[src/rtl/trimmed_interval_profiler_core_defines.svh]
// ============================================================================
// Trimmed interval profiler assertion macros
// Shared concurrent assertion forms, clocked and gated by the active-low reset.
// ============================================================================
`ifndef TRIMMED_INTERVAL_PROFILER_CORE_DEFINES_SVH
`define TRIMMED_INTERVAL_PROFILER_CORE_DEFINES_SVH

// Same-cycle implication.
`define TIP_ASSERT_IMP(label, ck, rn, ante, cons) \
  label: assert property (@(posedge ck) disable iff (!rn) (ante) |-> (cons)) \
    else $error("Profiler property violated.");

// Next-cycle implication.
`define TIP_ASSERT_NXT(label, ck, rn, ante, cons) \
  label: assert property (@(posedge ck) disable iff (!rn) (ante) |=> (cons)) \
    else $error("Profiler property violated.");

`endif

[src/rtl/tip_pkg.sv]
// ============================================================================
// Trimmed interval profiler package
// Beat types, record layout, operation codes and state encodings.
// ============================================================================
package tip_pkg;

  localparam int ENTRIES_DEF = 128;
  localparam int CHAN_W      = 7;
  localparam int STAMP_W     = 64;
  localparam int QUEUE_DEPTH = 2;

  localparam logic [1:0] OPC_BEGIN = 2'd0;
  localparam logic [1:0] OPC_END   = 2'd1;

  typedef enum logic [1:0] {
    KIND_BEGIN,
    KIND_END,
    KIND_READ
  } kind_t;

  typedef struct packed {
    logic [1:0]         opcode;
    logic [CHAN_W-1:0]  channel;
    logic [STAMP_W-1:0] timestamp;
  } in_beat_t;

  typedef struct packed {
    logic [STAMP_W-1:0] call_count;
    logic [STAMP_W-1:0] trimmed_total;
    logic [STAMP_W-1:0] largest;
    logic [STAMP_W-1:0] second_largest;
    logic [STAMP_W-1:0] smallest;
    logic [STAMP_W-1:0] second_smallest;
  } out_beat_t;

  typedef struct packed {
    kind_t              kind;
    logic               hit;
    logic [CHAN_W-1:0]  channel;
    logic [STAMP_W-1:0] timestamp;
  } work_t;

  typedef struct packed {
    logic [STAMP_W-1:0] start_stamp;
    logic [STAMP_W-1:0] call_count;
    logic [STAMP_W-1:0] trimmed_total;
    logic [STAMP_W-1:0] largest;
    logic [STAMP_W-1:0] second_largest;
    logic [STAMP_W-1:0] smallest;
    logic [STAMP_W-1:0] second_smallest;
  } rec_t;

  typedef enum logic [2:0] {
    B_CLEAR,
    B_IDLE,
    B_LOAD,
    B_MAXS,
    B_MINS,
    B_FIN
  } back_state_t;

  typedef struct packed {
    logic clearing;
    logic finishing;
  } back_stat_t;

endpackage

[src/rtl/tip_chan_if.sv]
// ============================================================================
// Profiler channel interface
// Valid/ready channel carrying one payload per beat.
// ============================================================================
interface tip_chan_if #(
  parameter type payload_t = logic
) ();

  logic     valid;
  logic     ready;
  payload_t data;

  modport source (output valid, output data, input ready);
  modport sink (input valid, input data, output ready);

endinterface

[src/rtl/tip_queue.sv]
// ============================================================================
// Profiler work queue
// Short FIFO of decoded events between the front end and the back end.
// ============================================================================
module tip_queue (
  input  logic        clk,
  input  logic        rst_n,
  tip_chan_if.sink    push_chan,
  tip_chan_if.source  pop_chan
);

  localparam int DEPTH = tip_pkg::QUEUE_DEPTH;
  localparam int PW    = (DEPTH > 1) ? $clog2(DEPTH) : 1;
  localparam int CW    = $clog2(DEPTH + 1);

  tip_pkg::work_t mem_r [DEPTH];
  logic [PW-1:0]  wr_ptr_r, wr_ptr_nxt;
  logic [PW-1:0]  rd_ptr_r, rd_ptr_nxt;
  logic [CW-1:0]  count_r, count_nxt;
  logic           push, pop;

  assign push_chan.ready = count_r != CW'(DEPTH);
  assign pop_chan.valid  = count_r != '0;
  assign pop_chan.data   = mem_r[rd_ptr_r];
  assign push            = push_chan.valid && push_chan.ready;
  assign pop             = pop_chan.valid && pop_chan.ready;

  always_comb begin
    wr_ptr_nxt = wr_ptr_r;
    rd_ptr_nxt = rd_ptr_r;
    count_nxt  = count_r;
    if (push) begin
      wr_ptr_nxt = (wr_ptr_r == PW'(DEPTH - 1)) ? '0 : wr_ptr_r + 1'b1;
    end
    if (pop) begin
      rd_ptr_nxt = (rd_ptr_r == PW'(DEPTH - 1)) ? '0 : rd_ptr_r + 1'b1;
    end
    if (push && !pop) begin
      count_nxt = count_r + 1'b1;
    end else if (pop && !push) begin
      count_nxt = count_r - 1'b1;
    end
  end

  always_ff @(posedge clk) begin
    if (!rst_n) begin
      wr_ptr_r <= '0;
      rd_ptr_r <= '0;
      count_r  <= '0;
    end else begin
      wr_ptr_r <= wr_ptr_nxt;
      rd_ptr_r <= rd_ptr_nxt;
      count_r  <= count_nxt;
    end
  end

  always_ff @(posedge clk) begin
    if (push) begin
      mem_r[wr_ptr_r] <= push_chan.data;
    end
  end

endmodule

[src/flat_wrapper.sv]
// flat-port wrapper written by rule: the top's interface ports become plain ports
module tip_queue_flat 
  (clk, rst_n, push_chan_valid, push_chan_data, push_chan_ready, pop_chan_valid, pop_chan_data, pop_chan_ready);
  tip_chan_if push_chan_i ();
  tip_chan_if pop_chan_i ();
  input  logic clk;
  input  logic rst_n;
  input wire logic [$bits(push_chan_i.valid)-1:0] push_chan_valid;
  input wire logic [$bits(push_chan_i.data)-1:0] push_chan_data;
  output wire logic [$bits(push_chan_i.ready)-1:0] push_chan_ready;
  output wire logic [$bits(pop_chan_i.valid)-1:0] pop_chan_valid;
  output wire logic [$bits(pop_chan_i.data)-1:0] pop_chan_data;
  input wire logic [$bits(pop_chan_i.ready)-1:0] pop_chan_ready;
  assign push_chan_i.valid = push_chan_valid;
  assign push_chan_i.data = push_chan_data;
  assign push_chan_ready = push_chan_i.ready;
  assign pop_chan_valid = pop_chan_i.valid;
  assign pop_chan_data = pop_chan_i.data;
  assign pop_chan_i.ready = pop_chan_ready;
  tip_queue u_core (.clk(clk), .rst_n(rst_n), .push_chan(push_chan_i), .pop_chan(pop_chan_i));
endmodule
[config.mk]
export PLATFORM = sky130hd
export DESIGN_NAME = tip_queue_flat
export DESIGN_NICKNAME = d
export VERILOG_FILES = /design/src/rtl/trimmed_interval_profiler_core_defines.svh /design/src/rtl/tip_pkg.sv /design/src/rtl/tip_chan_if.sv /design/src/rtl/tip_queue.sv /design/src/flat_wrapper.sv
export SDC_FILE = /design/constraint.sdc
export NUM_CORES = 1
export LEC_CHECK = 0
export ABC_AREA = 0
export BUFFER_PORTS_ARGS = -buffer_cell sky130_fd_sc_hd__buf_2
export CAP_MARGIN = 15
export CORE_AREA = 10 10 47 49
export DETAILED_ROUTE_END_ITERATION = 6
export DIE_AREA = 0 0 57 59
export PLACE_DENSITY = 0.42
export SKIP_LAST_GASP = 1
export SLEW_MARGIN = 25
export SYNTH_ARGS = -nofsm -noshare
export SYNTH_HDL_FRONTEND = slang
export SYNTH_SLANG_ARGS = --single-unit
[constraint.sdc]
create_clock -name clk -period 2.5 [get_ports clk]
set_input_delay 0.625 -clock clk [delete_from_list [all_inputs] [get_ports clk]]
set_output_delay 0.625 -clock clk [all_outputs]
set_load 0.03 [all_outputs]
Word level (Yosys, flattened, before mapping):

Memory sizes are Yosys's and may differ from the RTL's. A register that Yosys moved wholly into a read port is not among the register bits.
Index checks and enable logic that the tools add are counted.

* equal/unequal tests: 1
* div/mod/pow operators: 0
* multipliers: 0
* bitwise operators: 0
* reductions and logical operators: 8
* multiplexer cells: 8
* $lt $le $gt $ge: 0
* shifts and indexed selects: 0
* $add $sub $neg: 4

Operators by type and width (number)
* 1-bit two-way mux: 6
* 1-bit logical AND: 4
* 2-bit two-way mux: 2
* 2-bit nonzero test: 2
* 1-bit adder, second input constant: 2
* 2-bit by 1-bit adder with 2-bit output, second input constant: 1
* 1-bit logical NOT: 2
* 2-bit != test, second input constant: 1
* 2-bit by 1-bit subtractor with 2-bit output, second input constant: 1

* logic and storage cells: 25
* output and inout port bits: 3
* bits in registers: 4
* memories: 1
* bits in read-only memories: 0
* latch bits: 0
* RAM bits: 2

Memories
* u_core.mem_r: words 2, width 1, read ports 1, clocked after Yosys merged registers in 1, write ports 1, RTL line tip_queue.sv:16 `tip_pkg::work_t mem_r [DEPTH];`

Longest topological paths before layout:

Gate-level depths: netlist (run 1).

* depth after elaboration: 6
* mapped depth: 6

Worst setup path after synthesis (run 1):

OpenSTA, ideal clock, no wires.

* path type: input-to-reg
* from: in pop_chan_ready
* to: reg u_core.count_r[1]
* library setup time: 70 ps
* slack: 876 ps
* required time: 2430 ps
* stages: 4
* arrival: 1554 ps
* path buffers: 0
* cells stage by stage: o21ai_0 ha_1 or3_1 a21oi_1

* cells in the longest elaborated chain, start to end: 4
* elaborated cells between the ends (all ways): 6
* classes of those cells: mux: 1; reduce/logical: 5

Ends and longest elaborated chain
* start, declared: RTL line flat_wrapper.sv:13 `input wire logic [$bits(pop_chan_i.ready)-1:0] pop_chan_ready;`
* 1-bit logical AND (*): RTL line tip_queue.sv:26 `assign pop = pop_chan.valid && pop_chan.ready;`
* 1-bit logical NOT: RTL line tip_queue.sv:38 `if (push && !pop) begin`
* 1-bit logical AND: RTL line tip_queue.sv:38
* 2-bit two-way mux or 2-bit nonzero test (tied branches)
* end signal, assigned: RTL line tip_queue.sv:53 `count_r <= count_nxt;`
* end, declared: RTL line tip_queue.sv:19 `logic [CW-1:0] count_r, count_nxt;`

Mark *: on every way between the ends. The rest lies on a longest branch, timed or not.
A chain may end at the register's enable or synchronous reset.

Worst setup path after layout (run 1):

* from: reg u_core.count_r[0]
* to: out pop_chan_valid

* cells in the longest elaborated chain, start to end: 1

Ends and longest elaborated chain
* 2-bit nonzero test: RTL line tip_queue.sv:23 `assign pop_chan.valid = count_r != '0;`
* end, declared: RTL line flat_wrapper.sv:11 `output wire logic [$bits(pop_chan_i.valid)-1:0] pop_chan_valid;`

No other way between the ends.

==> summary.md, run 1 <==
| Metric | Value |
|---|---|
| Status | complete, no violations |
| CP Max Fanout | 5 |
| Syn. warnings | 0 |
| Die Height | 59 um |
| 1st-iter DRT viols | 4 |
| CTS root buffer | clkbuf_4 |
| Io pins | 8 |
| GRT overflow | 0 |
| GP Congestion | 0.674 |
| Final net count | 46 |
| Synth area leaders | dfxtp_1 (33%), edfxtp_1 (20%), xor2_1 (8.6%) |
| Area after DPL | 360 um2 |
| Htree depth | 1 |
| Commonest non-fill, non-tap cells in the layout | buf_2 (7), dfxtp_1 (5), xor2_1 (3), nor2_1 (3), clkbuf_4 (3) |
| Final instance area | 387 um2 |
| Fill cell count | 163 |
| Crit-path cells | or2_2 -> buf_2 |
| Die area | 3360 um2 |
| CTS buffer count | 3 |
| Max-slew violations | 0 |
| Syn Inst Count | 28 |
| I/O Buffers | 7 |
| Top delay family on crit path | flip-flops |
| Reg clk slew, reported paths | 0.05 ns |
| RSZ-0062 raised after global routing | no |
| Detailed-route via count | 230 |
| Total track usage | 3.85% |
| Critical path's slowest cell | dfxtp_1 |
| Post-synthesis sequential area ratio | 52.5% |
| Routed WL per cell | 10.5 um |
| Maximum VDD drop | 526 uV |
| Syn_nets | 34 |
| Starting Density | 21.8% |
| Number of routed nets with antenna violations | 0 |
| Leading cell type in the layout, fill and taps excluded | buf_2 |
| Yosys top cell area share | 32.8% |
| Largest area contributor in the netlist | dfxtp_1 |
| Largest net degree at the start of global routing | 6 |
| Global-route wire length before repair | 959 um |
| WP buf/inv | 1 |
| Layout Utilization | 27.6% |
| WS Path Type | reg -> out |
| Synthesized flop and latch total | 7 |
| WP data required | 1.88 ns |
| Share of layout cells above drive strength 1 | 35.9% |
| # hold bufs at CTS | 0 |
| DRT Pass-1 Iters | 3 |
| Hold Fails Final Rpt | 0 |
| Hold WS | 0.502 ns |
| Tcrit/Tclk final | 67.9% |
| Worst Hold Class | reg -> reg |
| Clk Latency, worst-skew pair | 0.25 ns |
| Synth Area per Inst | 10.9 um2 |
| Clk sinks | 7 |
| Setup TNS | 0 ns |
| Drt drc | 0 |
| Mapped cell area | 305 um2 |
| Routed vias/inst | 4.18 |
| LEAKAGE | 0.176 nW |
| # diodes | 0 |
| Core Area | 1400 um2 |
| Post-route clock skew | 0.00151 ns |
| Yosys cell types | 16 |
| Vias in the first global route | 235 |
| Post-CTS sizing | 0 |
| Crit end category | primary output |
| Final WL | 575 um |
| Area delta synth->final | 26.6% |
| Critical Path Start Type | register |
| Die Wd | 57 um |
| Final setup viols | 0 |
| Rel. slew slack | 77.1% |
| Max cap viols | 0 |
| Initial antenna violation count | 0 |
| WP data arrival | 1.07 ns |
| Fmax | 589 MHz |
| CTS max path bufs | 2 |
| Minimum clock period | 1.70 ns |
| Post-CTS setup buffers | 0 |
| Least-Margin Pin Slew | 0.341 ns |
| CP peak stage delay | 0.35 ns |
| Row cnt | 14 |
| TritonCTS clock tree | done |
| PwrDens | 1220 nW/um2 |
tightest hold or removal path, stage by stage, from the launching register on:
cell and delay [ns]:
dfxtp_1 0.32, xor2_1 0.08, nor2_1 0.07
worst paths after layout:
check,to,startpoint,slack (ns),cells past startpoint
worst max-delay path,pop_chan_valid,u_core.count_r[0],0.80,2
worst min-delay path,register,u_core.rd_ptr_r,0.50,2
worst max register to register,u_core.count_r[1],u_core.count_r[0],0.90,4
worst min register to register,register,u_core.rd_ptr_r,0.50,2
stage by stage:
| stage | total power, mW | std cells | worst slack, ns |
|---|---|---|---|
| CTS | 0.482 | 55 | 0.789 |
| finish | 0.471 | 55 | 0.803 |
| global route | 0.506 | 55 | 0.760 |
| detailed placement | 0.377 | 51 | 0.680 |
| global placement | 0.364 | 51 | 0.757 |
| floorplan | 0.328 | 28 | 0.876 |
power breakdown:
group | internal (mW) | leakage (nW) | switching [mW]
Sequential | 0.151 | 0.0600 | 0.0271
Clock | 0.0607 | 0.0150 | 0.0393
Combinational | 0.0830 | 0.101 | 0.110
metal layers:
layer	vias up	part of all wire (%)	GRT usage, %
met5	-	0	0
met4	0	0	1.01
met3	0	6.8	3.86
met2	7	48	5.89
met1	107	45	3.58
li1	116	-	-
cells by family after synthesis:
logic type      after synthesis  synth area share (%)
fa+ha+maj                     1                  4.10
compound gates                5                  9.84
buf+inv                       2                  2.46
flops                         7                  52.5
xor+xnor                      3                  8.61
simple gates                  9                  18.9
mux                           1                  3.69
final cells by class:
type                       instances  area, um2  area share, %
tap                               16       20.0           5.18
timing repair buffer               7       35.0           9.06
multi-input combinational         19        138           35.6
clock buffer                       4       26.3           6.80
sequential                         7        160           41.4
inverter                           2       7.51           1.94
synth_stat cells:
| library cell | n |
|---|---|
| a21bo_2 | 1 |
| ha_1 | 1 |
| nor2_1 | 3 |
| and3_1 | 1 |
| or3_1 | 1 |
| or2_2 | 1 |
| and2_1 | 1 |
| nand3b_1 | 1 |
| inv_1 | 2 |
| dfxtp_1 | 5 |
| edfxtp_1 | 2 |
| xor2_1 | 3 |
| nand2b_4 | 1 |
| a21oi_1 | 2 |
| o21ai_0 | 2 |
| mux2_2 | 1 |
No activity file was read; power rests on OpenSTA's default activity.
==> run 2, diff against run 1 <==
--- a/config.mk
+++ b/config.mk
@@ -11,7 +11,7 @@
 export CORE_AREA = 10 10 47 49
 export DETAILED_ROUTE_END_ITERATION = 6
 export DIE_AREA = 0 0 57 59
-export PLACE_DENSITY = 0.42
+export PLACE_DENSITY = 0.44
 export SKIP_LAST_GASP = 1
 export SLEW_MARGIN = 25
 export SYNTH_ARGS = -nofsm -noshare
==> constraint.sdc (replaced) <==
create_clock -name clk -period 1.5 [get_ports clk]
set_input_delay 0.375 -clock clk [delete_from_list [all_inputs] [get_ports clk]]
set_output_delay 0.375 -clock clk [all_outputs]
set_load 0.03 [all_outputs]
==> summary.md, run 2 (same netlist as run 1, synthesis figures left out) <==
| Metric | Value |
|---|---|
| Share of layout cells above drive strength 1 | 53.7% (+18 points) |
| Die Wd | 57 um (unchanged) |
| CTS max path bufs | 2 (unchanged) |
| Post-CTS setup buffers | 0 (unchanged) |
| GP Congestion | 0.722 (+7.1%) |
| 1st-iter DRT viols | 2 (-2) |
| Finished Layout Cells | 57 (+3.6%) |
| # hold bufs at CTS | 0 (unchanged) |
| Cell Count Post-Placement | 53 (+3.9%) |
| Tcrit/Tclk final | 100% |
| Post-route clock skew | 0.00132 ns (-0.000190 ns) |
| CP peak stage delay | 0.36 ns (about the same) |
| PwrDens | 2030 nW/um2 (+67%) |
| Routed vias/inst | 4.21 (+0.69%) |
| PnR worst setup slack | -0.00176 ns (-0.805 ns) |
| Hold Fails Final Rpt | 0 (unchanged) |
| Htree depth | 1 (unchanged) |
| Fmax | 666 MHz |
| Clk sinks | 7 (unchanged) |
| Die area | 3360 um2 (unchanged) |
| LEAKAGE | 0.188 nW (+7.0%) |
| Number of routed nets with antenna violations | 0 (unchanged) |
| I/O Buffers | 7 (unchanged) |
| DP HPWL | 503 um |
| Leading cell type in the layout, fill and taps excluded | buf_2 |
| Maximum VDD drop | 484 uV (-8.1%) |
| Crit-path cells | nand2b_4 -> and2_1 -> ha_4 -> xor2_1 -> or3_1 -> a21oi_2 |
| Reg clk slew, reported paths | 0.05 ns (about the same) |
| CP Max Fanout | 5 (unchanged) |
| Clk Latency, worst-skew pair | 0.25 ns (about the same) |
| Starting Density | 21.8% (unchanged) |
| Final WL | 610 um (+6.1%) |
| Fill cell count | 158 (-3.1%) |
| Max cap viols | 0 (unchanged) |
| Routed WL per cell | 10.7 um (+2.4%) |
| Critical path's slowest cell | dfxtp_4 |
| Area delta synth->final | 41.0% |
| Register-to-register setup slack | -0.002 ns (-0.90 ns) |
| Drt drc | 0 (unchanged) |
| WS Path Type | reg -> reg |
| Final setup viols | 1 (+1) |
| Status | complete, but fails checks |
| DRT Pass-1 Iters | 2 (-1) |
| Largest net degree at the start of global routing | 6 (unchanged) |
| Total track usage | 4.55% (+0.70 points) |
| Rel. slew slack | 85.1% (+8.0 points) |
| Commonest non-fill, non-tap cells in the layout | buf_2 (6), xor2_1 (3), nor2_1 (3), clkbuf_4 (3), buf_4 (3) |
| Area after DPL | 389 um2 (+8.0%) |
| CTS buffer count | 3 (unchanged) |
| Vias in the first global route | 234 (-0.43%) |
| GRT overflow | 0 (unchanged) |
| Minimum clock period | 1.50 ns |
| Violated checks | setup timing |
| Die Height | 59 um (unchanged) |
| Detailed-route via count | 240 (+4.3%) |
| Final net count | 48 (+4.3%) |
| WP data required | 1.68 ns (-0.20 ns) |
| Io pins | 8 (unchanged) |
| WP data arrival | 1.68 ns (+0.61 ns) |
| Final instance area | 430 um2 (+11%) |
| Initial antenna violation count | 0 (unchanged) |
| # diodes | 0 (unchanged) |
| RSZ-0062 raised after global routing | yes |
| Least-Margin Pin Slew | 0.222 ns (-0.119 ns) |
| Row cnt | 14 (unchanged) |
| Core Area | 1400 um2 (unchanged) |
| Critical Path Start Type | register |
| Post-place setup slack | -0.0173 ns (-0.697 ns) |
| Max-slew violations | 0 (unchanged) |
| CTS root buffer | clkbuf_4 |
| Global-route wire length before repair | 1060 um (+10%) |
| TritonCTS clock tree | done |
| Crit end category | register |
| Worst Hold Class | in -> reg |
run 2: routing by layer:
layer,track usage (%),part of all wire (%),vias to the layer above
li1,-,-,124
met1,3.23,39,112
met2,6.98,53,4
met3,4.51,8.5,0
met4,4.03,0,0
met5,0,0,-
run 2: path summary, 6_finish.rpt:
| kind | from | end | depth (start not counted) |
|---|---|---|---|
| worst min register to register | u_core.rd_ptr_r | register | 2 |
| worst min-delay path | push_chan_data | u_core.mem_r[1] | 1 |
| worst max-delay path | u_core.count_r[0] | u_core.count_r[1] | 6 |
| worst max register to register | u_core.count_r[0] | u_core.count_r[1] | 6 |
run 2: layout make-up:
type / count / area, um2 / area share [%]
clock buffer: 4 / 26.3 / 6.10
inverter: 2 / 7.51 / 1.74
multi-input combinational: 19 / 158 / 36.6
sequential: 7 / 166 / 38.7
tap: 16 / 20.0 / 4.65
timing repair buffer: 9 / 52.6 / 12.2
run 2: repair_timing:
| action | CTS | global route |
|---|---|---|
| gates resized for setup | 4 | 3 |
| pin swaps | 1 | 0 |
| gates cloned | 0 | 0 |
| endpoints found under the setup margin | 1 | 2 |
run 2: power by group:
part	internal [mW]	total, mW	switching [mW]	leakage [nW]
clock	0.101	0.171	0.0691	0.0150
combinational	0.188	0.389	0.201	0.112
sequential	0.264	0.314	0.0498	0.0613
total	0.553	0.873	0.320	0.188
run 2: worst max-delay path, delay by kind of cell (launching register included):
kind	cells	cell delay, ns
XOR/XNOR	1	0.14
AND/OR/NAND/NOR	3	0.64
AO/OA/AOI/OAI	1	0.13
adder cells (fa/ha/maj)	1	0.16
flip-flops	1	0.36
run 2: stage by stage:
stage          setup TNS (ns)  util (%)  total power, mW  hold WS, ns
6_report             -0.00176      30.7            0.873        0.312
5_1_grt               -0.0614      30.7            0.942        0.304
4_1_cts              -0.00817      30.4            0.886        0.303
3_5_place_dp          -0.0173      27.8            0.682        0.502
3_3_place_gp                0      27.8            0.658        0.491
2_1_floorplan               0         -            0.571        0.472
==> run 3, diff against run 2 <==
--- a/config.mk
+++ b/config.mk
@@ -12,7 +12,6 @@
 export DETAILED_ROUTE_END_ITERATION = 6
 export DIE_AREA = 0 0 57 59
 export PLACE_DENSITY = 0.44
-export SKIP_LAST_GASP = 1
 export SLEW_MARGIN = 25
 export SYNTH_ARGS = -nofsm -noshare
 export SYNTH_HDL_FRONTEND = slang
==> summary.md, run 3 (same netlist as run 1, synthesis figures left out) <==
| Metric | Value |
|---|---|
| Area delta synth->final | 41.8% |
| Starting Density | 21.8% (unchanged) |
| Crit end category | register |
| Final WL | 611 um (+0.16%) |
| Final setup viols | 0 (-1) |
| Die Height | 59 um (unchanged) |
| Top delay family on crit path | simple AND/OR/NAND/NOR gates |
| CP Max Fanout | 5 (unchanged) |
| Post-CTS setup buffers | 0 (unchanged) |
| Die Wd | 57 um (unchanged) |
| Routed vias/inst | 4.21 (unchanged) |
| Number of routed nets with antenna violations | 0 (unchanged) |
| # diodes | 0 (unchanged) |
| Critical Path Start Type | register |
| Critical path's slowest cell | dfxtp_4 |
| Commonest non-fill, non-tap cells in the layout | buf_2 (6), xor2_1 (3), nor2_1 (3), clkbuf_4 (3), buf_4 (3) |
| Logic depth of the worst path, buffers included | 6 (unchanged) |
| CTS buffer count | 3 (unchanged) |
| Clk Latency, worst-skew pair | 0.25 ns (about the same) |
| CTS max path bufs | 2 (unchanged) |
| Logic pwr share | 44.9% (+0.4 points) |
| Core Area | 1400 um2 (unchanged) |
| Crit-path cells | nand2b_4 -> and2_4 -> ha_4 -> xor2_1 -> or3_1 -> a21oi_2 |
| Leading cell type in the layout, fill and taps excluded | buf_2 |
| Routed WL per cell | 10.7 um (+0.16%) |
| M1 GR Usage | 3.23% (unchanged) |
| Final instance area | 433 um2 (+0.58%) |
| DP HPWL | 503 um (unchanged) |
| 1st-iter DRT viols | 2 (unchanged) |
| Row cnt | 14 (unchanged) |
| Die area | 3360 um2 (unchanged) |
| Clock power frac | 19.4% (about the same) |
| FF-to-FF path depth | 6 (unchanged) |
| WP buf/inv | 0 (unchanged) |
| WP data arrival | 1.65 ns (-0.03 ns) |
| RSZ-0062 raised after global routing | yes |
| Status | complete, no violations |
| Sw power | 0.321 mW (+0.30%) |
| Largest net degree at the start of global routing | 6 (unchanged) |
| Sequential share of power | 35.7% (-0.2 points) |
| Busiest grt layer | met2 |
| WS Path Type | reg -> reg |
| Tcrit/Tclk final | 98.3% (-1.8 points) |
| PnR worst setup slack | 0.0256 ns (+0.0273 ns) |
| Final net count | 48 (unchanged) |
| Io pins | 8 (unchanged) |
| Initial antenna violation count | 0 (unchanged) |
| M3 GR Usage | 4.51% (unchanged) |
| Clk sinks | 7 (unchanged) |
| Switch share | 36.6% (-0.12 points) |
| I/O Buffers | 7 (unchanged) |
| Reg clk slew, reported paths | 0.05 ns (about the same) |
| Area after DPL | 389 um2 (unchanged) |
| Register-to-register setup slack | 0.03 ns (+0.03 ns) |
| TritonCTS clock tree | done |
| Share of layout cells above drive strength 1 | 56.1% (+2.4 points) |
| Detailed-route via count | 240 (unchanged) |
| GP Congestion | 0.722 (unchanged) |
| Htree depth | 1 (unchanged) |
| Post-layout power | 0.879 mW (+0.64%) |
| Int Power | 0.558 mW (+0.84%) |
| Worst Hold Class | in -> reg |
| Maximum VDD drop | 498 uV (+3.0%) |
| Minimum clock period | 1.47 ns (-0.0273 ns) |
| Drt drc | 0 (unchanged) |
| Max-slew violations | 0 (unchanged) |
| WP data required | 1.68 ns (about the same) |
| DRT Pass-1 Iters | 2 (unchanged) |
| LEAKAGE | 0.191 nW (+1.2%) |
| Fmax | 678 MHz (+1.9%) |
| Global-route wire length before repair | 1060 um (unchanged) |
| Total track usage | 4.55% (unchanged) |
| CP peak stage delay | 0.36 ns (about the same) |
| Setup TNS | 0 ns (+0.00176 ns) |
| Post-route clock skew | 0.00131 ns (-0.00000213 ns) |
| Post-place setup slack | -0.0173 ns (unchanged) |
| Rel. slew slack | 85.1% (unchanged) |
| Max cap viols | 0 (unchanged) |
| PwrDens | 2030 nW/um2 (about the same) |
| Least-Margin Pin Slew | 0.222 ns (-0.000000477 ns) |
| CTS root buffer | clkbuf_4 |
| Grt met2 use | 6.98% (unchanged) |
| Hold Fails Final Rpt | 0 (unchanged) |
| GRT overflow | 0 (unchanged) |
| Vias in the first global route | 234 (unchanged) |
| WHS Path Cells | 1 (unchanged) |
run 3: changes by cell type in the layout (fill, tap and decap cells not counted):
| cell | previous run | this run |
|---|---|---|
| and2_1 | 1 | 0 |
| and2_4 | 0 | 1 |
run 3: area by class of cell:
type / count / area, um2
Fill cell: 159 / 968
Tap cell: 16 / 20.0
Clock buffer: 4 / 26.3
Sequential cell: 7 / 166
Multi-Input combinational cell: 19 / 160
Inverter: 2 / 7.51
Timing Repair Buffer: 9 / 52.6
run 3: through the flow:
stage | utilization (%) | instances | hold slack [ns]
floorplan | - | 28 | 0.472
global placement | 27.8 | 53 | 0.491
detailed placement | 27.8 | 53 | 0.502
CTS | 30.6 | 57 | 0.303
global route | 30.9 | 57 | 0.304
finish | 30.9 | 57 | 0.312
run 3: power by group through the flow:
stage / clock (mW) / sequential (mW) / combinational [mW]
4_1_cts: 0.183 / 0.312 / 0.397
2_1_floorplan: 0 / 0.294 / 0.277
3_3_place_gp: 0 / 0.299 / 0.359
5_1_grt: 0.195 / 0.324 / 0.429
6_report: 0.171 / 0.314 / 0.394
3_5_place_dp: 0 / 0.305 / 0.377
run 3: worst register-to-register path: cells and delay by family (launching register included):
kind | cells | cell delay [ns]
AND/OR/NAND/NOR | 3 | 0.62
flip-flops | 1 | 0.36
adder cells (fa/ha/maj) | 1 | 0.15
XOR/XNOR | 1 | 0.14
AO/OA/AOI/OAI | 1 | 0.13
run 3: what timing repair did:
item,CTS,global route
hold buffers,0,0
pin swaps,1,0
endpoints found under the setup margin,1,2
gates resized for setup,5,3
run 3: final timing paths:
check	startpoint	end
max	u_core.count_r[0]	u_core.count_r[1]
min	push_chan_data	u_core.mem_r[1]
max reg2reg	u_core.count_r[0]	u_core.count_r[1]
min reg2reg	u_core.rd_ptr_r	register
run 3: per-layer routing:
layer | vias to the layer above | part of all wire, %
met2 | 4 | 53
li1 | 124 | -
met5 | - | 0
met3 | 0 | 8.5
met4 | 0 | 0
met1 | 112 | 39
